--- src/hdl/chr_pkg.sv ---
// Shared types, constants and the command size table for the command history
// replay unit. No dependencies.

package chr_pkg;

  localparam int BUFFER_WORDS_DEF  = 16;
  localparam int HISTORY_DEPTH_DEF = 8;
  localparam int MAX_RESULTS       = 64;
  localparam int MAX_TIMES         = 4;

  localparam int CODE_W   = 4;
  localparam int PCNT_W   = 4;
  localparam int WORD_W   = 16;
  localparam int RCNT_W   = 4;
  localparam int RTIMES_W = 3;
  localparam int NRES_W   = 7;

  typedef enum logic [1:0] {
    REQ_HEADER  = 2'd0,
    REQ_PARAM   = 2'd1,
    REQ_REPLAY  = 2'd2,
    REQ_UNKNOWN = 2'd3
  } req_t;

  typedef enum logic [1:0] {
    ST_OK      = 2'd0,
    ST_INVALID = 2'd1,
    ST_DROPPED = 2'd2
  } status_t;

  typedef enum logic [3:0] {
    S_IDLE, S_HDR, S_EV_CHK, S_EV_OFF, S_EV_WORD, S_STORE, S_PARAM, S_BADREQ,
    S_RP_INIT, S_RP_CMD, S_RP_POS, S_RP_NXT, S_RP_RD, S_RP_EMIT, S_FIN
  } state_t;

  // controller -> datapath
  typedef struct packed {
    logic    take;
    logic    hdr_start;
    logic    ev_rd_off;
    logic    ev_rd_word;
    logic    ev_shift;
    logic    store;
    logic    param;
    logic    rp_init;
    logic    rp_pass;
    logic    rp_skip;
    logic    rp_pos;
    logic    rp_rd_nxt;
    logic    rp_end;
    logic    rp_emit;
    logic    emit_st;
    status_t st;
    logic    finish;
  } dp_cmd_t;

  // datapath -> controller
  typedef struct packed {
    logic too_long;
    logic need_evict;
    logic none_held;
    logic off_past;
    logic pend_zero;
    logic param_blocked;
    logic rp_done;
    logic rp_cap;
    logic k_end;
    logic has_next;
    logic w_last;
    logic emit_ok;
    logic fin_ok;
  } dp_stat_t;

  // words taken by a command of the given stored header value
  function automatic logic [3:0] size_of(input logic [WORD_W-1:0] w);
    logic [3:0] sz;
    if (w[WORD_W-1:CODE_W] != '0) begin
      sz = 4'd1;
    end else begin
      unique case (w[CODE_W-1:0])
        4'd0, 4'd1: sz = 4'd2;
        4'd2:       sz = 4'd4;
        4'd3, 4'd4: sz = 4'd7;
        4'd5:       sz = 4'd5;
        4'd6:       sz = 4'd6;
        4'd7:       sz = 4'd12;
        4'd8:       sz = 4'd8;
        4'd9:       sz = 4'd4;
        default:    sz = 4'd1;
      endcase
    end
    return sz;
  endfunction

endpackage

--- src/hdl/chr_ram.sv ---
// Generic single-write, single-read RAM with registered read data.
// No dependencies.

module chr_ram #(
  parameter int WIDTH = 16,
  parameter int DEPTH = 16,
  parameter int AW    = (DEPTH > 1) ? $clog2(DEPTH) : 1
) (
  input  logic             clk,
  input  logic             we,
  input  logic [AW-1:0]    waddr,
  input  logic [WIDTH-1:0] wdata,
  input  logic [AW-1:0]    raddr,
  output logic [WIDTH-1:0] rdata
);

  logic [WIDTH-1:0] mem_r [DEPTH];

  always_ff @(posedge clk) begin
    if (we) begin
      mem_r[waddr] <= wdata;
    end
    rdata <= mem_r[raddr];
  end

endmodule

--- src/hdl/chr_ctrl.sv ---
// Sequencing state machine of the command history replay unit.
// Depends on chr_pkg; drives chr_dp through dp_cmd_t.

module chr_ctrl import chr_pkg::*; (
  input  logic       clk,
  input  logic       rst_n,
  input  logic       in_tvalid,
  input  logic [1:0] in_tuser,
  input  dp_stat_t   stat,
  output dp_cmd_t    cmd
);

  state_t state_r, state_nxt;

  always_ff @(posedge clk) begin
    if (!rst_n) begin
      state_r <= S_IDLE;
    end else begin
      state_r <= state_nxt;
    end
  end

  always_comb begin
    cmd       = '0;
    cmd.st    = ST_OK;
    state_nxt = state_r;
    unique case (state_r)
      S_IDLE: begin
        cmd.take = 1'b1;
        if (in_tvalid) begin
          unique case (in_tuser)
            REQ_HEADER: state_nxt = S_HDR;
            REQ_PARAM:  state_nxt = S_PARAM;
            REQ_REPLAY: state_nxt = S_RP_INIT;
            default:    state_nxt = S_BADREQ;
          endcase
        end
      end
      S_HDR: begin
        cmd.hdr_start = 1'b1;
        if (stat.too_long) begin
          cmd.emit_st = 1'b1;
          cmd.st      = ST_INVALID;
          state_nxt   = S_FIN;
        end else begin
          state_nxt = S_EV_CHK;
        end
      end
      S_EV_CHK: begin
        if (!stat.need_evict) begin
          state_nxt = S_STORE;
        end else if (stat.none_held) begin
          cmd.emit_st = 1'b1;
          cmd.st      = ST_DROPPED;
          state_nxt   = S_FIN;
        end else begin
          cmd.ev_rd_off = 1'b1;
          state_nxt     = S_EV_OFF;
        end
      end
      S_EV_OFF: begin
        if (stat.off_past) begin
          cmd.emit_st = 1'b1;
          cmd.st      = ST_DROPPED;
          state_nxt   = S_FIN;
        end else begin
          cmd.ev_rd_word = 1'b1;
          state_nxt      = S_EV_WORD;
        end
      end
      S_EV_WORD: begin
        cmd.ev_shift = 1'b1;
        state_nxt    = S_EV_CHK;
      end
      S_STORE: begin
        cmd.store   = 1'b1;
        cmd.emit_st = 1'b1;
        cmd.st      = ST_OK;
        state_nxt   = S_FIN;
      end
      S_PARAM: begin
        cmd.param   = 1'b1;
        cmd.emit_st = 1'b1;
        if (stat.pend_zero) begin
          cmd.st = ST_INVALID;
        end else if (stat.param_blocked) begin
          cmd.st = ST_DROPPED;
        end else begin
          cmd.st = ST_OK;
        end
        state_nxt = S_FIN;
      end
      S_BADREQ: begin
        cmd.emit_st = 1'b1;
        cmd.st      = ST_INVALID;
        state_nxt   = S_FIN;
      end
      S_RP_INIT: begin
        cmd.rp_init = 1'b1;
        state_nxt   = S_RP_CMD;
      end
      S_RP_CMD: begin
        if (stat.rp_done) begin
          state_nxt = S_FIN;
        end else if (stat.k_end) begin
          cmd.rp_pass = 1'b1;
        end else begin
          state_nxt = S_RP_POS;
        end
      end
      S_RP_POS: begin
        if (stat.off_past) begin
          cmd.rp_skip = 1'b1;
          state_nxt   = S_RP_CMD;
        end else begin
          cmd.rp_pos = 1'b1;
          if (stat.has_next) begin
            cmd.rp_rd_nxt = 1'b1;
            state_nxt     = S_RP_NXT;
          end else begin
            state_nxt = S_RP_RD;
          end
        end
      end
      S_RP_NXT: begin
        cmd.rp_end = 1'b1;
        state_nxt  = S_RP_RD;
      end
      S_RP_RD: begin
        state_nxt = S_RP_EMIT;
      end
      S_RP_EMIT: begin
        if (stat.rp_cap) begin
          state_nxt = S_FIN;
        end else if (stat.emit_ok) begin
          cmd.rp_emit = 1'b1;
          state_nxt   = stat.w_last ? S_RP_CMD : S_RP_RD;
        end
      end
      S_FIN: begin
        if (stat.fin_ok) begin
          cmd.finish = 1'b1;
          state_nxt  = S_IDLE;
        end
      end
      default: state_nxt = S_IDLE;
    endcase
  end

endmodule

--- src/hdl/chr_dp.sv ---
// Datapath of the command history replay unit: word store, start offset
// store, fill and history counters, replay walk and output buffering.
// Depends on chr_pkg and chr_ram; controlled by chr_ctrl.

module chr_dp import chr_pkg::*; #(
  parameter int BUFFER_WORDS  = BUFFER_WORDS_DEF,
  parameter int HISTORY_DEPTH = HISTORY_DEPTH_DEF
) (
  input  logic        clk,
  input  logic        rst_n,
  input  logic        in_tvalid,
  input  logic [31:0] in_tdata,
  output logic        out_tvalid,
  input  logic        out_tready,
  output logic [23:0] out_tdata,
  output logic [1:0]  out_tuser,
  output logic        out_tlast,
  input  dp_cmd_t     cmd,
  output dp_stat_t    stat
);

  localparam int AW  = $clog2(BUFFER_WORDS);
  localparam int OW  = AW;
  localparam int WUW = $clog2(BUFFER_WORDS + 1);
  localparam int NW  = WUW + 1;
  localparam int HW  = (HISTORY_DEPTH > 1) ? $clog2(HISTORY_DEPTH) : 1;
  localparam int HCW = $clog2(HISTORY_DEPTH + 1);
  localparam int CMW = (HCW > RCNT_W) ? HCW : RCNT_W;

  // latched input item
  logic [CODE_W-1:0]   code_r;
  logic [PCNT_W-1:0]   pc_r;
  logic [WORD_W-1:0]   pword_r;
  logic [RCNT_W-1:0]   cnt_r;
  logic [RTIMES_W-1:0] times_r;

  // store bookkeeping
  logic [WUW-1:0]    wu_r, wu_nxt;
  logic [HCW-1:0]    held_r, held_nxt;
  logic [AW-1:0]     base_r, base_nxt;
  logic [OW-1:0]     bias_r, bias_nxt;
  logic [HW-1:0]     head_r, head_nxt;
  logic [PCNT_W-1:0] pcnt_r, pcnt_nxt;
  logic              drop_r, drop_nxt;

  // replay walk
  logic [HCW-1:0]      k_r, first_r;
  logic [RTIMES_W-1:0] h_r, t_r;
  logic [NRES_W-1:0]   n_r;
  logic [WUW-1:0]      w_r, pos_r, end_r;

  // pending result and output register
  logic              pend_v_r, pend_kind_r, pend_starts_r;
  status_t           pend_st_r;
  logic [WORD_W-1:0] pend_word_r;
  logic              out_v_r, out_kind_r, out_starts_r, out_last_r;
  status_t           out_st_r;
  logic [WORD_W-1:0] out_word_r;

  logic [WORD_W-1:0] word_rdata, word_wdata;
  logic [AW-1:0]     word_waddr, word_raddr;
  logic              word_we;
  logic [OW-1:0]     off_rdata, off_wdata;
  logic [HW-1:0]     off_waddr, off_raddr;

  logic [OW-1:0]     lo;
  logic [WUW-1:0]    lo_ext, szw, end_clip;
  logic [3:0]        sz0;
  logic [CMW-1:0]    cnt_min;
  logic              acc, e_v, e_kind, e_starts, emit_ok, fin_ok;
  status_t           e_st;
  logic [WORD_W-1:0] e_word;

  function automatic logic [AW-1:0] phys(input logic [AW-1:0] b, input logic [WUW-1:0] i);
    logic [WUW:0] s;
    s = (WUW+1)'(b) + (WUW+1)'(i);
    if (s >= (WUW+1)'(BUFFER_WORDS)) begin
      s = s - (WUW+1)'(BUFFER_WORDS);
    end
    return s[AW-1:0];
  endfunction

  function automatic logic [HW-1:0] slot(input logic [HW-1:0] hd, input logic [HCW-1:0] k);
    logic [HCW:0] s;
    s = (HCW+1)'(hd) + (HCW+1)'(k);
    if (s >= (HCW+1)'(HISTORY_DEPTH)) begin
      s = s - (HCW+1)'(HISTORY_DEPTH);
    end
    return s[HW-1:0];
  endfunction

  chr_ram #(.WIDTH(WORD_W), .DEPTH(BUFFER_WORDS), .AW(AW)) u_word_ram (
    .clk(clk), .we(word_we), .waddr(word_waddr), .wdata(word_wdata),
    .raddr(word_raddr), .rdata(word_rdata)
  );

  chr_ram #(.WIDTH(OW), .DEPTH(HISTORY_DEPTH), .AW(HW)) u_off_ram (
    .clk(clk), .we(cmd.store), .waddr(off_waddr), .wdata(off_wdata),
    .raddr(off_raddr), .rdata(off_rdata)
  );

  assign acc = cmd.take && in_tvalid;

  // offsets are held relative to a running bias, so eviction never rewrites them
  assign lo     = off_rdata - bias_r;
  assign lo_ext = WUW'(lo);

  assign word_we    = cmd.store || (cmd.param && (pcnt_r != '0) && !stat.param_blocked);
  assign word_waddr = phys(base_r, wu_r);
  assign word_wdata = cmd.store ? WORD_W'(code_r) : pword_r;
  assign word_raddr = cmd.ev_rd_word ? phys(base_r, lo_ext) : phys(base_r, w_r);

  assign off_waddr = slot(head_r, held_r);
  assign off_wdata = OW'(wu_r) + bias_r;
  assign off_raddr = cmd.ev_rd_off ? head_r :
                     cmd.rp_rd_nxt ? slot(head_r, k_r + 1'b1) : slot(head_r, k_r);

  assign sz0      = size_of(word_rdata);
  assign szw      = (WUW'(sz0) > wu_r) ? WUW'(1) : WUW'(sz0);
  assign cnt_min  = (CMW'(cnt_r) > CMW'(held_r)) ? CMW'(held_r) : CMW'(cnt_r);
  assign end_clip = (lo_ext > wu_r) ? wu_r : lo_ext;

  assign emit_ok = !pend_v_r || !out_v_r || out_tready;
  assign fin_ok  = !out_v_r || out_tready;

  always_comb begin
    stat.too_long      = (NW'(pc_r) + NW'(1)) > NW'(BUFFER_WORDS);
    stat.need_evict    = (held_r >= HCW'(HISTORY_DEPTH)) ||
                         ((NW'(wu_r) + NW'(1) + NW'(pc_r)) > NW'(BUFFER_WORDS));
    stat.none_held     = (held_r == '0);
    stat.off_past      = (lo_ext >= wu_r);
    stat.pend_zero     = (pcnt_r == '0);
    stat.param_blocked = drop_r || (wu_r >= WUW'(BUFFER_WORDS));
    stat.rp_cap        = (n_r >= NRES_W'(MAX_RESULTS));
    stat.rp_done       = stat.rp_cap || (h_r >= t_r);
    stat.k_end         = (k_r >= held_r);
    stat.has_next      = ((HCW+1)'(k_r) + 1'b1) < (HCW+1)'(held_r);
    stat.w_last        = ((w_r + 1'b1) >= end_r);
    stat.emit_ok       = emit_ok;
    stat.fin_ok        = fin_ok;
  end

  // bookkeeping next state
  always_comb begin
    wu_nxt   = wu_r;
    held_nxt = held_r;
    base_nxt = base_r;
    bias_nxt = bias_r;
    head_nxt = head_r;
    pcnt_nxt = pcnt_r;
    drop_nxt = drop_r;
    if (cmd.hdr_start) begin
      pcnt_nxt = pc_r;
      drop_nxt = 1'b1;
    end
    if (cmd.ev_shift) begin
      wu_nxt   = wu_r - szw;
      held_nxt = held_r - 1'b1;
      base_nxt = phys(base_r, szw);
      bias_nxt = bias_r + OW'(szw);
      head_nxt = (head_r == HW'(HISTORY_DEPTH - 1)) ? '0 : head_r + 1'b1;
    end
    if (cmd.store) begin
      wu_nxt   = wu_r + 1'b1;
      held_nxt = held_r + 1'b1;
      drop_nxt = 1'b0;
    end
    if (cmd.param && (pcnt_r != '0)) begin
      pcnt_nxt = pcnt_r - 1'b1;
      if (!stat.param_blocked) begin
        wu_nxt = wu_r + 1'b1;
      end
    end
    if (pcnt_nxt == '0) begin
      drop_nxt = 1'b0;
    end
  end

  always_ff @(posedge clk) begin
    if (!rst_n) begin
      wu_r   <= '0;
      held_r <= '0;
      base_r <= '0;
      bias_r <= '0;
      head_r <= '0;
      pcnt_r <= '0;
      drop_r <= 1'b0;
    end else begin
      wu_r   <= wu_nxt;
      held_r <= held_nxt;
      base_r <= base_nxt;
      bias_r <= bias_nxt;
      head_r <= head_nxt;
      pcnt_r <= pcnt_nxt;
      drop_r <= drop_nxt;
    end
  end

  // input latch and replay walk registers
  always_ff @(posedge clk) begin
    if (acc) begin
      code_r  <= in_tdata[3:0];
      pc_r    <= in_tdata[7:4];
      pword_r <= in_tdata[23:8];
      cnt_r   <= in_tdata[27:24];
      times_r <= in_tdata[30:28];
    end
    if (cmd.rp_init) begin
      t_r     <= (times_r > RTIMES_W'(MAX_TIMES)) ? RTIMES_W'(MAX_TIMES) : times_r;
      first_r <= held_r - HCW'(cnt_min);
      k_r     <= held_r - HCW'(cnt_min);
      h_r     <= '0;
      n_r     <= '0;
    end
    if (cmd.rp_pass) begin
      h_r <= h_r + 1'b1;
      k_r <= first_r;
    end
    if (cmd.rp_skip) begin
      k_r <= k_r + 1'b1;
    end
    if (cmd.rp_pos) begin
      pos_r <= lo_ext;
      w_r   <= lo_ext;
      end_r <= wu_r;
    end
    if (cmd.rp_end) begin
      end_r <= (end_clip <= pos_r) ? pos_r + 1'b1 : end_clip;
    end
    if (cmd.rp_emit) begin
      n_r <= n_r + 1'b1;
      w_r <= w_r + 1'b1;
      if (stat.w_last) begin
        k_r <= k_r + 1'b1;
      end
    end
  end

  // result candidate
  always_comb begin
    e_v      = cmd.emit_st || cmd.rp_emit;
    e_kind   = cmd.rp_emit;
    e_st     = cmd.rp_emit ? ST_OK : cmd.st;
    e_word   = cmd.rp_emit ? word_rdata : '0;
    e_starts = cmd.rp_emit && (w_r == pos_r);
  end

  // one result is held back until it is known whether it is the last
  always_ff @(posedge clk) begin
    if (!rst_n) begin
      pend_v_r <= 1'b0;
      out_v_r  <= 1'b0;
    end else if (cmd.finish) begin
      out_v_r      <= 1'b1;
      out_last_r   <= 1'b1;
      out_kind_r   <= pend_v_r && pend_kind_r;
      out_st_r     <= pend_v_r ? pend_st_r : ST_OK;
      out_word_r   <= pend_v_r ? pend_word_r : '0;
      out_starts_r <= pend_v_r && pend_starts_r;
      pend_v_r     <= 1'b0;
    end else if (e_v) begin
      if (pend_v_r) begin
        out_v_r      <= 1'b1;
        out_last_r   <= 1'b0;
        out_kind_r   <= pend_kind_r;
        out_st_r     <= pend_st_r;
        out_word_r   <= pend_word_r;
        out_starts_r <= pend_starts_r;
      end else if (out_tready) begin
        out_v_r <= 1'b0;
      end
      pend_v_r      <= 1'b1;
      pend_kind_r   <= e_kind;
      pend_st_r     <= e_st;
      pend_word_r   <= e_word;
      pend_starts_r <= e_starts;
    end else if (out_tready) begin
      out_v_r <= 1'b0;
    end
  end

  assign out_tvalid = out_v_r;
  assign out_tdata  = {6'b0, out_word_r, out_st_r};
  assign out_tuser  = {out_starts_r, out_kind_r};
  assign out_tlast  = out_last_r;

  a_held_bound: assert property (@(posedge clk) disable iff (!rst_n)
    held_r <= HCW'(HISTORY_DEPTH))
    else $error("history count above depth");

  a_fill_bound: assert property (@(posedge clk) disable iff (!rst_n)
    wu_r <= WUW'(BUFFER_WORDS))
    else $error("fill level above buffer size");

  a_drop_pending: assert property (@(posedge clk) disable iff (!rst_n)
    drop_r |-> (pcnt_r != '0))
    else $error("dropping with no parameters pending");

  a_finish_last: assert property (@(posedge clk) disable iff (!rst_n)
    cmd.finish |=> (out_v_r && out_last_r && !pend_v_r))
    else $error("finish did not present a last transfer");

endmodule

--- src/hdl/command_history_replay_unit.sv ---
// Top level of the command history replay unit.
// Depends on chr_pkg, chr_ctrl, chr_dp (which holds two chr_ram stores).
//
// Records variable-length drawing commands (a header word holding the type
// code, then its parameter words) in a circular word store, evicting the oldest
// commands before a new header when the history is full or the word space is
// too small for it, and replays the newest N commands T times on request.
//
// Input channel (in_): one transfer per item; in_tuser carries the request
// kind (header, parameter word, replay). Output channel (out_): each item
// yields one or more transfers, out_tlast marks its final one. Record items
// give a single status transfer; a replay gives the replayed words (at most
// 64) or one status transfer when nothing is replayed.
//
// One item is worked at a time. A header is checked, then evicts the oldest
// commands one by one and is stored; a replay walks each pass over the
// selected commands, reading each word from the word store RAM before it is
// emitted, so replayed words are not emitted back to back. One result is held
// back in a pending stage so the last transfer can be flagged; behind it sits
// the output register, so the next item is accepted while the final result
// still waits. When out_tready is low the replay walk holds until the output
// register frees. Synchronous reset empties the history; store contents stay
// unwritten until filled.

module command_history_replay_unit import chr_pkg::*; #(
  parameter int BUFFER_WORDS  = BUFFER_WORDS_DEF,
  parameter int HISTORY_DEPTH = HISTORY_DEPTH_DEF
) (
  input  logic        clk,
  input  logic        rst_n,
  input  logic        in_tvalid,
  output logic        in_tready,
  input  logic [31:0] in_tdata,   // cmd_code[3:0], arg_count[7:4], param_word[23:8],
                                  // replay_commands[27:24], replay_times[30:28]
  input  logic [1:0]  in_tuser,   // req_type[1:0]
  output logic        out_tvalid,
  input  logic        out_tready,
  output logic [23:0] out_tdata,  // status[1:0], word[17:2]
  output logic [1:0]  out_tuser,  // result_kind[0], starts_command[1]
  output logic        out_tlast   // last
);

  dp_cmd_t  cmd;
  dp_stat_t stat;

  chr_ctrl u_ctrl (
    .clk       (clk),
    .rst_n     (rst_n),
    .in_tvalid (in_tvalid),
    .in_tuser  (in_tuser),
    .stat      (stat),
    .cmd       (cmd)
  );

  chr_dp #(
    .BUFFER_WORDS  (BUFFER_WORDS),
    .HISTORY_DEPTH (HISTORY_DEPTH)
  ) u_dp (
    .clk        (clk),
    .rst_n      (rst_n),
    .in_tvalid  (in_tvalid),
    .in_tdata   (in_tdata),
    .out_tvalid (out_tvalid),
    .out_tready (out_tready),
    .out_tdata  (out_tdata),
    .out_tuser  (out_tuser),
    .out_tlast  (out_tlast),
    .cmd        (cmd),
    .stat       (stat)
  );

  // input transfers are taken only between items
  assign in_tready = cmd.take;

endmodule
--- config.mk ---
export PLATFORM = sky130hd
export DESIGN_NAME = command_history_replay_unit
export DESIGN_NICKNAME = d
export VERILOG_FILES = /design/src/hdl/chr_pkg.sv /design/src/hdl/chr_ram.sv /design/src/hdl/chr_ctrl.sv /design/src/hdl/chr_dp.sv /design/src/hdl/command_history_replay_unit.sv
export SDC_FILE = /design/constraint.sdc
export NUM_CORES = 1
export LEC_CHECK = 0
export BUFFER_PORTS_ARGS = -buffer_cell sky130_fd_sc_hd__buf_4
export CAP_MARGIN = 30
export CORE_MARGIN = 2
export CORE_UTILIZATION = 25
export CTS_CLUSTER_DIAMETER = 40
export DETAILED_ROUTE_END_ITERATION = 10
export PLACE_DENSITY = 0.38
export SETUP_SLACK_MARGIN = 0.02
export SYNTH_ARGS = -nofsm -noshare
export SYNTH_HDL_FRONTEND = slang
export SYNTH_HIERARCHICAL = 1
export SYNTH_SLANG_ARGS = --single-unit
--- constraint.sdc ---
create_clock -name clk -period 5.32 [get_ports clk]
set_input_delay 0.266 -clock clk [delete_from_list [all_inputs] [get_ports clk]]
set_output_delay 0.266 -clock clk [all_outputs]
set_load 0.02 [all_outputs]
# --- Yosys cells after proc, flatten, opt, wreduce, memory -nomap -nowiden ---
# Memories as Yosys holds them, arrays and structs flattened. A register that Yosys moved wholly into a read port is not among the register bits.
# Index checks and enable logic that the tools add are counted.
# W data, S select, Z words.
totals:
  mem_count: 3
  register_bits: 138
  out_inout_bits: 29
  in_bits: 38
  elab_cells: 259
  romBits: 64
  mem_bits_rw: 288
  latchBits: 0
mem_list:
  columns: ["name", "depth", "word_bits", "rd", "rd_clocked_by_memory_dff", "write_ports", "line", "source"]
  rows:
  - ["u_dp.u_word_ram.mem_r", 16, 16, 1, 1, 1, "chr_ram.sv:17", "logic [WIDTH-1:0] mem_r [DEPTH];"]
  - ["(name not given)", 16, 4, 1, 0, 0, "chr_pkg.sv:80", "unique case (w[CODE_W-1:0])"]
  - ["u_dp.u_off_ram.mem_r", 8, 4, 1, 1, 1, "chr_ram.sv:17", null]
classes:
  n_div: 0
  add_sub_neg: 33
  muxes: 108
  magnitude_cmp: 22
  n_eq_ne: 22
  n_bitwise: 2
  n_reduce_logical: 37
  shift: 0
  mul: 0
op_table:
  columns: ["cell", "count"]
  rows:
  - ["$mux W4", 27]
  - ["$mux W16", 5]
  - ["$pmux W4 S13", 1]
  - ["$mux W5", 10]
  - ["$mux W3", 16]
  - ["$mux W1", 38]
  - ["$eq A4 B4 Y1 const B", 7]
  - ["$sub A4 B1 Y4 const B", 6]
  - ["$ge A6 B5 Y1 const B", 3]
  - ["$pmux W3 S6", 1]
  - ["$eq A4 B3 Y1 const B", 4]
  - ["$logic_not A4 Y1", 4]
  - ["$add A3 B4 Y5", 3]
  - ["$add A4 B1 Y5 const B", 3]
  - ["$ge A5 B4 Y1 const B", 3]
  - ["$mux W2", 7]
  - ["$mux W7", 2]
  - ["$reduce_bool A2 Y1", 7]
  - ["$add A4 B5 Y6", 2]
  - ["$gt A6 B5 Y1 const B", 2]
  - ["$pmux W4 S3", 1]
  - ["$reduce_bool A12 Y1", 1]
  - ["$add A4 B4 Y5", 2]
  - ["$add A5 B1 Y5 const B", 2]
  - ["other kinds (41)", 67]

# --- Depth between registers and ports, before layout ---
# Gate-level depths: netlist of the first run.
logic_depth:
  ltp_word: 9
  ltp_mapped: 23
  depth_no_buf: 21

# --- By module ---
# The synthesis of the first run kept the hierarchy.
by_module_without_submodules:
  columns: ["mod", "instances", "seq_area_each_um2", "cells_each", "area_per_inst_um2"]
  rows:
  - ["chr_ram at u_dp.u_word_ram", 1, 8007.7, 432, 10042.1]
  - ["chr_dp", 1, 3713.6, 709, 7895.1]
  - ["chr_ram at u_dp.u_off_ram", 1, 1041.0, 63, 1370.1]
  - ["chr_ctrl", 1, 80.1, 101, 681.9]

# --- Worst setup path after synthesis of the first run ---
# OpenSTA, ideal clock, no wires.
synth_path:
  path_kind: "register to register"
  startpoint: "register u_dp.bias_r[1]"
  endpoint: "register u_dp.u_off_ram.rdata[0], read port of u_dp.u_off_ram.mem_r"
  synth_period_minus_slack_ns: 4.861
  setup_slack_ns: 0.459
  path_buffers: 1
  path_stages_with_launch: 21
  setup_time_ns: 0.121
  arrival_ns: 4.740
  required_time_ns: 5.199
  cell_sequence: "dfxtp_1 -> inv_1 -> ha_1 -> a21o_1 -> a21oi_1 -> xnor2_1 -> ha_1 -> and3b_1 -> o21ai_0 -> nand2_1 -> nor3_2 -> and2_1 -> mux2_2 -> fa_1 -> xnor2_1 -> xnor2_1 -> nor2_1 -> xor2_1 -> clkbuf_1 -> mux4_1 -> mux2_2"
synth_rtl:
  columns: ["item", "line", "source"]
  rows:
  - ["start: declaration", "chr_dp.sv:41", "logic [OW-1:0] bias_r, bias_nxt;"]
  - ["start signal: assignment", "chr_dp.sv:192", "bias_r <= bias_nxt;"]
  - ["end: declaration", "chr_ram.sv:14", "output logic [WIDTH-1:0] rdata"]

==> results.md, run 1 <==
- Mapped Area: 0.0200 mm²
- Top cells by area, synth: edfxtp_1 59%, mux4_2 6.1%, dfxtp_1 5.5%
- Area share of fa/ha/maj cells after synthesis: 6.13%
- GRT Resource Usage Total: 13.0%
- First-pass GRT wire length: 78600 µm
- Number of buffers created by CTS: 84
- Skew final: 0.0406 ns
- Most numerous cell in the Yosys netlist: edfxtp_1
- Period minus WS final: 4.87 ns
- DR vias: 11336
- Layout cells sized above 1: 23.0%
- IO Pins: 67
- Pin count of the biggest net entering global routing: 32
- # Max-Cap Violations: 0
- Mux share of post-synthesis cell area: 10.2%
- Aggregate global routing overflow: 0
- Gate Count Post-Synth: 1305
- Area leader, netlist: edfxtp_1
- Reg clk slew, reported paths: 0.04 ns
- Worst Tran Pin Value: 1.03 ns
- Count of cell types in the netlist: 81
- Die Footprint: 0.0822 mm²
- Leakage: 8.93 nW
- Post-route DRC: 0
- Row cnt: 103
- Worst slew margin: 31.2%
- Vias per Instance: 4.38
- Synth warnings: 6
- IO Port Bufs: 59
- Xor and xnor area share after synthesis: 1.93%
- Diodes inserted: 0
- R2r worst-path depth: 20
- Final worst path period share: 91.5%
- Setup TNS Final: 0 ns
- Compound-Gate Fraction of Synth Area: 6.43%
- RSZ-0062 raised after global routing: false
- DIE WIDTH: 287 µm
- Final net count: 1600
- Cell total after placement: 2400
- CTS tree: done
- Setup Buffers After CTS: 0
- Initial Util: 25.3%
- Final Non-Filler Cells: 2590
- Worst path max stage delay: 0.41 ns
- Number of DRC markers in iteration 0: 650
- 1st-pass router iterations: 5
- Remaining antenna violation count: 0
- Slowest cell on crit path: fa_1
- Max FO, Critical Path: 8
- Post-synth top area share: 58.7%
- Setup violations, final: 0
- Skew-Pair Late Insertion Delay: 0.62 ns
- Max Slew Vio Count: 0
- Die height: 287 µm
- Final hold viol count: 0
- Synth-to-Final Area Change: 26.0%
- Most numerous cell on the critical path: xnor2_1
- Sequential share of the synthesized area: 64.2%
- Clk sinks: 446
- Share of flip-flops with an asynchronous set or reset: 0%
- Root buffer cell: clkbuf_16
- Synth Area per Inst: 15.3 µm²
- Crit. End Element: flip-flop
- Worst hold path type: in2reg
- H-Tree Level Count: 3
- EDFF count, synth: 391
- Critical path class: reg2reg
- Largest family of logic cells by synthesized area: multiplexers
- Worst EP required: 5.81 ns
- Area share of and/or/nand/nor cells after synthesis: 7.99%
- Critical Path Source Type: flip-flop
- Worst vdd ir: 257 µV
- Pwr dens: 578 mW/mm²
- Initial antenna violation count: 0
- Vias in the first global route: 12150
- Core area: 0.0791 mm²
- Status: finished, final reports clean
- CP arrival: 5.36 ns
- F_max: 205 MHz
- Worst-path cell chain: inv_1 -> ha_1 -> a21o_1 -> a21oi_1 -> xnor2_1 -> ha_1 -> and3b_1 -> o21ai_0 -> nand2_1 -> nor3_2 -> and2_1 -> mux2_2 -> fa_1 -> xnor2_1 -> xnor2_1 -> nor2_1 -> xor2_1 -> buf_4 -> mux4_1 -> mux2_2
- Commonest cells post-synth: 391 x edfxtp_1, 79 x nor2_1, 78 x ha_1
- Clk buf depth: 3
- #FFs+latches synth: 446
- HPWL after DPL: 33400 µm
- Routed wire length: 52200 µm
- Routed length per placed instance: 20.1 µm
- Primary FF master, synth: edfxtp_1
- Hold path depth: 3
- GPL Wtd Cong: 0.751
-- worst max-delay path: cells and delay by family (launching register included) --
kind	cells	cell delay, ns
compound gates	3	0.42
xor+xnor	4	0.65
fa+ha+maj	3	1.03
buf+inv	2	0.36
flops	1	0.38
mux	3	0.98
simple gates	5	0.95
-- cells by family (layout without fill, tap and decap cells) --
group / count (synthesis) / in the layout
flip-flops: 446 / 446
AND/OR/NAND/NOR: 303 / 303
AO/OA/AOI/OAI: 186 / 186
buffers and inverters: 129 / 358
multiplexers: 105 / 105
adder cells (fa/ha/maj): 91 / 91
XOR/XNOR: 44 / 44
other: 1 / 7
-- layout make-up --
class                      count  area [µm²]
clock buffer                  97        2160
clock inverter                57         688
fill                        7845       53900
inverter                      68         258
multi-input combinational    736        6690
sequential                   446       12800
tap                         1050        1310
timing repair buffer         136        1240
-- sequential cells by signal, indices dropped and copies added, names as in the netlist, 5 cells and up --
register	cells
u_dp/u_word_ram/mem_r	256
u_dp/u_off_ram/mem_r	32
u_dp/out_word_r	16
u_dp/pend_word_r	16
u_dp/pword_r	16
u_dp/u_word_ram/rdata	16
u_dp/n_r	7
u_dp/end_r	5
u_dp/w_r	5
u_dp/wu_r	5
-- report_power, final --
part	internal (mW)	leakage, nW	total (mW)	switching (mW)
clock network	3.43	1.35	5.27	1.84
registers	4.47	4.00	4.84	0.366
logic	1.94	3.57	4.44	2.50
total	9.85	8.93	14.6	4.71
-- path summary, 6_finish.rpt --
kind / from / slack (ns) / end
setup / recovery: u_dp/bias_r[1] / 0.45 / u_dp/u_off_ram/rdata[3]
hold / removal: out_tready / 0.05 / u_dp/out_tvalid
setup reg to reg: u_dp/bias_r[1] / 0.45 / u_dp/u_off_ram/rdata[3]
hold reg to reg: u_dp/times_r[2] / 0.51 / u_dp/t_r[2]
-- per-layer routing --
metal / global-route usage, % / routed length [µm] / up-vias
met5: 0 / 0 / -
met4: 4.38 / 1410 / 0
met3: 2.54 / 1790 / 101
met2: 22.0 / 25900 / 192
met1: 16.6 / 23100 / 5707
li1: - / - / 5336
-- repair_timing --
| action | CTS | global route |
|---|---|---|
| hold endpoints to repair | 33 | 0 |
| hold buffers | 32 | 0 |
| resized for setup | 0 | 1 |
| setup endpoints to repair | 0 | 7 |
-- layout by cell type, fill, tap and decap left out, types with 32 or more instances in the layout --
| cell type | n |
|---|---|
| a21oi_1 | 46 |
| a22oi_1 | 32 |
| and2_1 | 45 |
| buf_4 | 93 |
| clkbuf_16 | 84 |
| dfxtp_1 | 55 |
| dlygate4sd3_1 | 32 |
| edfxtp_1 | 391 |
| ha_1 | 77 |
| inv_1 | 65 |
| mux4_2 | 54 |
| nand2_1 | 48 |
| nor2_1 | 65 |
| nor2b_1 | 33 |
-- per-stage QoR --
step | hold slack [ns] | area (µm²) | setup WS [ns] | util [%] | power (mW)
3_5_place_dp | 0.446 | 22000 | 0.365 | 27.8 | 9.42
6_report | 0.0506 | 25200 | 0.453 | 31.8 | 14.6
4_1_cts | 0.0134 | 25200 | 0.325 | 31.8 | 14.8
2_1_floorplan | 0.365 | 20000 | 0.459 | - | 7.85
3_3_place_gp | 0.446 | 22000 | 0.335 | 27.8 | 9.37
5_1_grt | 0.0480 | 25200 | 0.0217 | 31.8 | 15.5
(Power assumes the default switching activity.)
==> inputs of run 2 (changes only) <==
--- a/config.mk
+++ b/config.mk
@@ -5,12 +5,14 @@
 export SDC_FILE = /design/constraint.sdc
 export NUM_CORES = 1
 export LEC_CHECK = 0
+export ABC_AREA = 1
 export BUFFER_PORTS_ARGS = -buffer_cell sky130_fd_sc_hd__buf_4
 export CAP_MARGIN = 30
 export CORE_MARGIN = 2
 export CORE_UTILIZATION = 25
 export CTS_CLUSTER_DIAMETER = 40
 export DETAILED_ROUTE_END_ITERATION = 10
+export GPL_TIMING_DRIVEN = 0
 export PLACE_DENSITY = 0.38
 export SETUP_SLACK_MARGIN = 0.02
 export SYNTH_ARGS = -nofsm -noshare
==> run 2 against run 1 <==
Net effect: maximum frequency down 3.1%; clock-buffer cell count rose by 21; clock power rose by 15%; cell area increased by 11%; non-clock buffer count grew 74; hold slack gained 0.13 ns; setup slack lost 0.16 ns; largest cell class unchanged; first-iteration DRC count up 27%; core utilization grew 0.46 points; synthesized cell count rose by 73%; final cell count increased by 43%; critical path type unchanged.
==> results.md, run 2 <==
- Status: finished, final reports clean
- Skew final: 0.0459 ns (+0.00521 ns)
- Cell Area, Placed: 0.0241 mm² (+9.5%)
- Setup TNS Final: 0 ns (unchanged)
- RR Startpoint: u_dp/bias_r[0]
- Top reg by flops: u_dp/u_word_ram/mem_r
- Routed wire length: 63300 µm (+21%)
- Mapped Area: 0.0217 mm² (+8.6%)
- Layout cells sized above 1: 14.9% (-8.1 points)
- Post-synth top area share: 54.1% (-4.7 points)
- Initial antenna violation count: 1 (+1)
- Worst EP required: 5.86 ns (+0.05 ns)
- Die height: 299 µm (+4.2%)
- Clk sinks: 446 (unchanged)
- Max reg flops: 256 (unchanged)
- Min Hold Slack: 0.182 ns (+0.131 ns)
- Skew-Pair Late Insertion Delay: 0.66 ns (+0.04 ns)
- F_max: 199 MHz (-3.1%)
- HPWL after DPL: 45400 µm (+36%)
- 1st-pass router iterations: 5 (unchanged)
- First-pass GRT wire length: 94700 µm (+21%)
- Leakage: 12.1 nW (+36%)
- Pin count of the biggest net entering global routing: 32 (unchanged)
- Slowest cell on crit path: fa_1
- Power, Total: 16.7 mW (+15%)
- Synth warnings: 6 (unchanged)
- HP Start: in_tvalid
- CP arrival: 5.56 ns (+0.20 ns)
- Cell total after placement: 3506 (+46%)
- Gate Count Post-Synth: 2255 (+73%)
- CTS tree: done
- Top cells by area, synth: edfxtp_1 54%, nand2_1 9.9%, inv_1 7.1%
- GRT Resource Usage Total: 14.2% (+1.2 points)
- Post-route DRC: 0 (unchanged)
- Sequential share of the synthesized area: 59.1% (-5.1 points)
- Worst-path cell chain: ha_1 -> inv_1 -> fa_1 -> xnor2_2 -> inv_1 -> ha_1 -> nand2_1 -> inv_1 -> nand3_2 -> o2111ai_4 -> nor3_4 -> inv_1 -> o21ai_2 -> ha_1 -> fa_1 -> inv_2 -> clkbuf_4 -> nand3_1 -> nand3_1 -> nand3_1 -> nand2_1
- Biggest regs: u_dp/u_word_ram/mem_r (256), u_dp/u_off_ram/mem_r (32)
- Synth-to-Final Area Change: 28.6%
- Reg2reg setup slack: 0.29 ns (-0.16 ns)
- Final net count: 2610 (+63%)
- Most numerous cell on the critical path: inv_1
- H-Tree Level Count: 3 (unchanged)
- Worst hold path type: in2reg
- Worst hold endpoint: u_ctrl/state_r[2]
- Primary FF master, synth: edfxtp_1
- Initial Util: 25.1% (-0.15 points)
- Critical Path Source Type: flip-flop
- Pwr dens: 600 mW/mm² (+3.8%)
- Count of cell types in the netlist: 53 (-35%)
- R2r endpoint: u_dp/u_word_ram/rdata[10]
- CP top delay family: adder cells
- Final hold viol count: 0 (unchanged)
- Root buffer cell: clkbuf_16
- Final Core Density: 32.3% (+0.46 points)
- RSZ-0062 raised after global routing: false
- Synth Area per Inst: 9.63 µm² (-37%)
- Commonest cells post-synth: 570 x nand2_1, 413 x inv_1, 391 x edfxtp_1
- Number of DRC markers in iteration 0: 827 (+27%)
- GPL Wtd Cong: 0.832 (+11%)
- Worst vdd ir: 310 µV (+21%)
- DIE WIDTH: 299 µm (+4.2%)
- Row cnt: 108 (+4.9%)
- Worst Tran Pin Value: 0.902 ns (-0.127 ns)
- #FFs+latches synth: 446 (unchanged)
- Hold path depth: 5 (+2)
- Setup violations, final: 0 (unchanged)
- Remaining antenna violation count: 0 (unchanged)
- Reg clk slew, reported paths: 0.05 ns (about the same)
- DP Worst Slack: -1.23 ns (-1.60 ns)
- Clk buf depth: 3 (unchanged)
- Core area: 0.0865 mm² (+9.3%)
- Final non-filler cell area: 0.0279 mm² (+11%)
- Commonest non-fill, non-tap cell in the layout: nand2_1
- DR vias: 15525 (+37%)
- EDFF count, synth: 391 (unchanged)
- Fill cell count: 8963 (+14%)
- Period minus WS final: 5.03 ns (+0.158 ns)
- Critical path buffer and inverter count: 6 (+4)
- Worst slew margin: 39.6% (+8.4 points)
- Most numerous cell in the Yosys netlist: nand2_1
- Vias in the first global route: 15699 (+29%)
- Max Slew Vio Count: 0 (unchanged)
- Critical path class: reg2reg
- Commonest non-fill, non-tap cells in the layout: 569 x nand2_1, 410 x inv_1, 391 x edfxtp_1
- Max FO, Critical Path: 10 (+2)
- Post-route worst setup slack: 0.295 ns (-0.158 ns)
- Worst path max stage delay: 0.46 ns (+0.05 ns)
- Vias per Instance: 4.18 (-4.5%)
- Crit. End Element: flip-flop
- # Max-Cap Violations: 0 (unchanged)
- Final worst path period share: 94.5% (+3.0 points)
- Routed length per placed instance: 17.0 µm (-15%)
- R2r worst-path depth: 21 (+5.0%)
- Final Non-Filler Cells: 3716 (+43%)
- Share of flip-flops with an asynchronous set or reset: 0% (unchanged)
- Number of buffers created by CTS: 93 (+11%)
- Area leader, netlist: edfxtp_1
- Die Footprint: 0.0892 mm² (+8.5%)
- IO Port Bufs: 59 (unchanged)
- Aggregate global routing overflow: 0 (unchanged)
- IO Pins: 67 (unchanged)
-- run 2: changes by cell type in the layout (fill, tap and decap cells not counted), moves of 44 or more --
cell | before | now
inv_1 | 65 | 410
nor2_1 | 65 | 121
nand2_1 | 48 | 569
and2_1 | 45 | 1
mux4_2 | 54 | 0
nand3_1 | 15 | 256
-- run 2: per-layer routing --
layer | part of all wire (%) | wire, µm | up-vias | GRT usage [%]
li1 | - | - | 7759 | -
met4 | 4.1 | 2570 | 0 | 6.12
met2 | 49 | 30800 | 295 | 24.3
met5 | 0 | 0 | - | 0
met1 | 43 | 27300 | 7341 | 17.3
met3 | 4.1 | 2580 | 130 | 2.72
-- run 2: logic make-up (layout without fill, tap and decap cells) --
group / after synthesis / count (layout) / synth area share (%)
muxes: 4 / 4 / 0.190
and+or+nand+nor: 1024 / 1024 / 20.0
adders and majority gates: 90 / 90 / 5.60
other: 1 / 9 / 0.0173
DFF: 446 / 446 / 59.1
buffers and inverters: 511 / 809 / 9.72
xor gates and xnor gates: 38 / 38 / 1.53
AOI/OAI and AO/OA: 141 / 141 / 3.77
-- run 2: how the worst max path moves through the flow --
| stage | start | to | slack [ns] | cells after the start |
|---|---|---|---|---|
| global route | u_dp/bias_r[0] | u_dp/u_word_ram/rdata[8] | 0.04 | 23 |
| CTS | u_dp/bias_r[0] | u_dp/u_word_ram/rdata[7] | 0.07 | 23 |
| global placement | u_dp/bias_r[1] | u_dp/u_word_ram/rdata[10] | -1.15 | 21 |
| finish | u_dp/bias_r[0] | u_dp/u_word_ram/rdata[10] | 0.29 | 21 |
| detailed placement | u_dp/bias_r[1] | u_dp/u_word_ram/rdata[10] | -1.23 | 21 |
| floorplan | u_dp/bias_r[0] | u_dp/u_word_ram/rdata[10] | 1.15 | 24 |
-- run 2: cell type report --
cell class | count | area, µm² | area share, %
tap | 1155 | 1450 | 5.17
sequential | 446 | 12800 | 46.0
antenna | 2 | 5.00 | 0.0179
buffer | 84 | 564 | 2.02
clock buffer | 118 | 2560 | 9.16
timing repair buffer | 126 | 1210 | 4.32
clock inverter | 54 | 792 | 2.84
inverter | 427 | 1620 | 5.78
multi-input combinational | 1304 | 6900 | 24.7
-- run 2: where the power goes --
group	switching (mW)	internal, mW	total [mW]	leakage, nW
Clock	1.97	4.09	6.06	1.60
Combinational	4.01	1.89	5.90	6.53
Sequential	0.290	4.50	4.79	4.01
Total	6.27	10.5	16.7	12.1
-- run 2: worst register-to-register path, cell delays in order, from the launching register on --
cell and delay, ns:
dfxtp_1 0.45, ha_1 0.19, inv_1 0.06, fa_1 0.40
xnor2_2 0.27, inv_1 0.13, ha_1 0.32, nand2_1 0.08
inv_1 0.06, nand3_2 0.17, o2111ai_4 0.22, nor3_4 0.28
inv_1 0.16, o21ai_2 0.23, ha_1 0.22, fa_1 0.46
inv_2 0.23, clkbuf_4 0.33, nand3_1 0.12, nand3_1 0.11
nand3_1 0.20, nand2_1 0.24
-- run 2: timing repair --
action | 4_1_cts | 5_1_grt
setup buffers | 0 | 3
hold buffers | 33 | 0
endpoints found under the setup margin | 16 | 12
hold endpoints to repair | 43 | 0
pin swaps | 0 | 1
gates resized for setup | 27 | 23
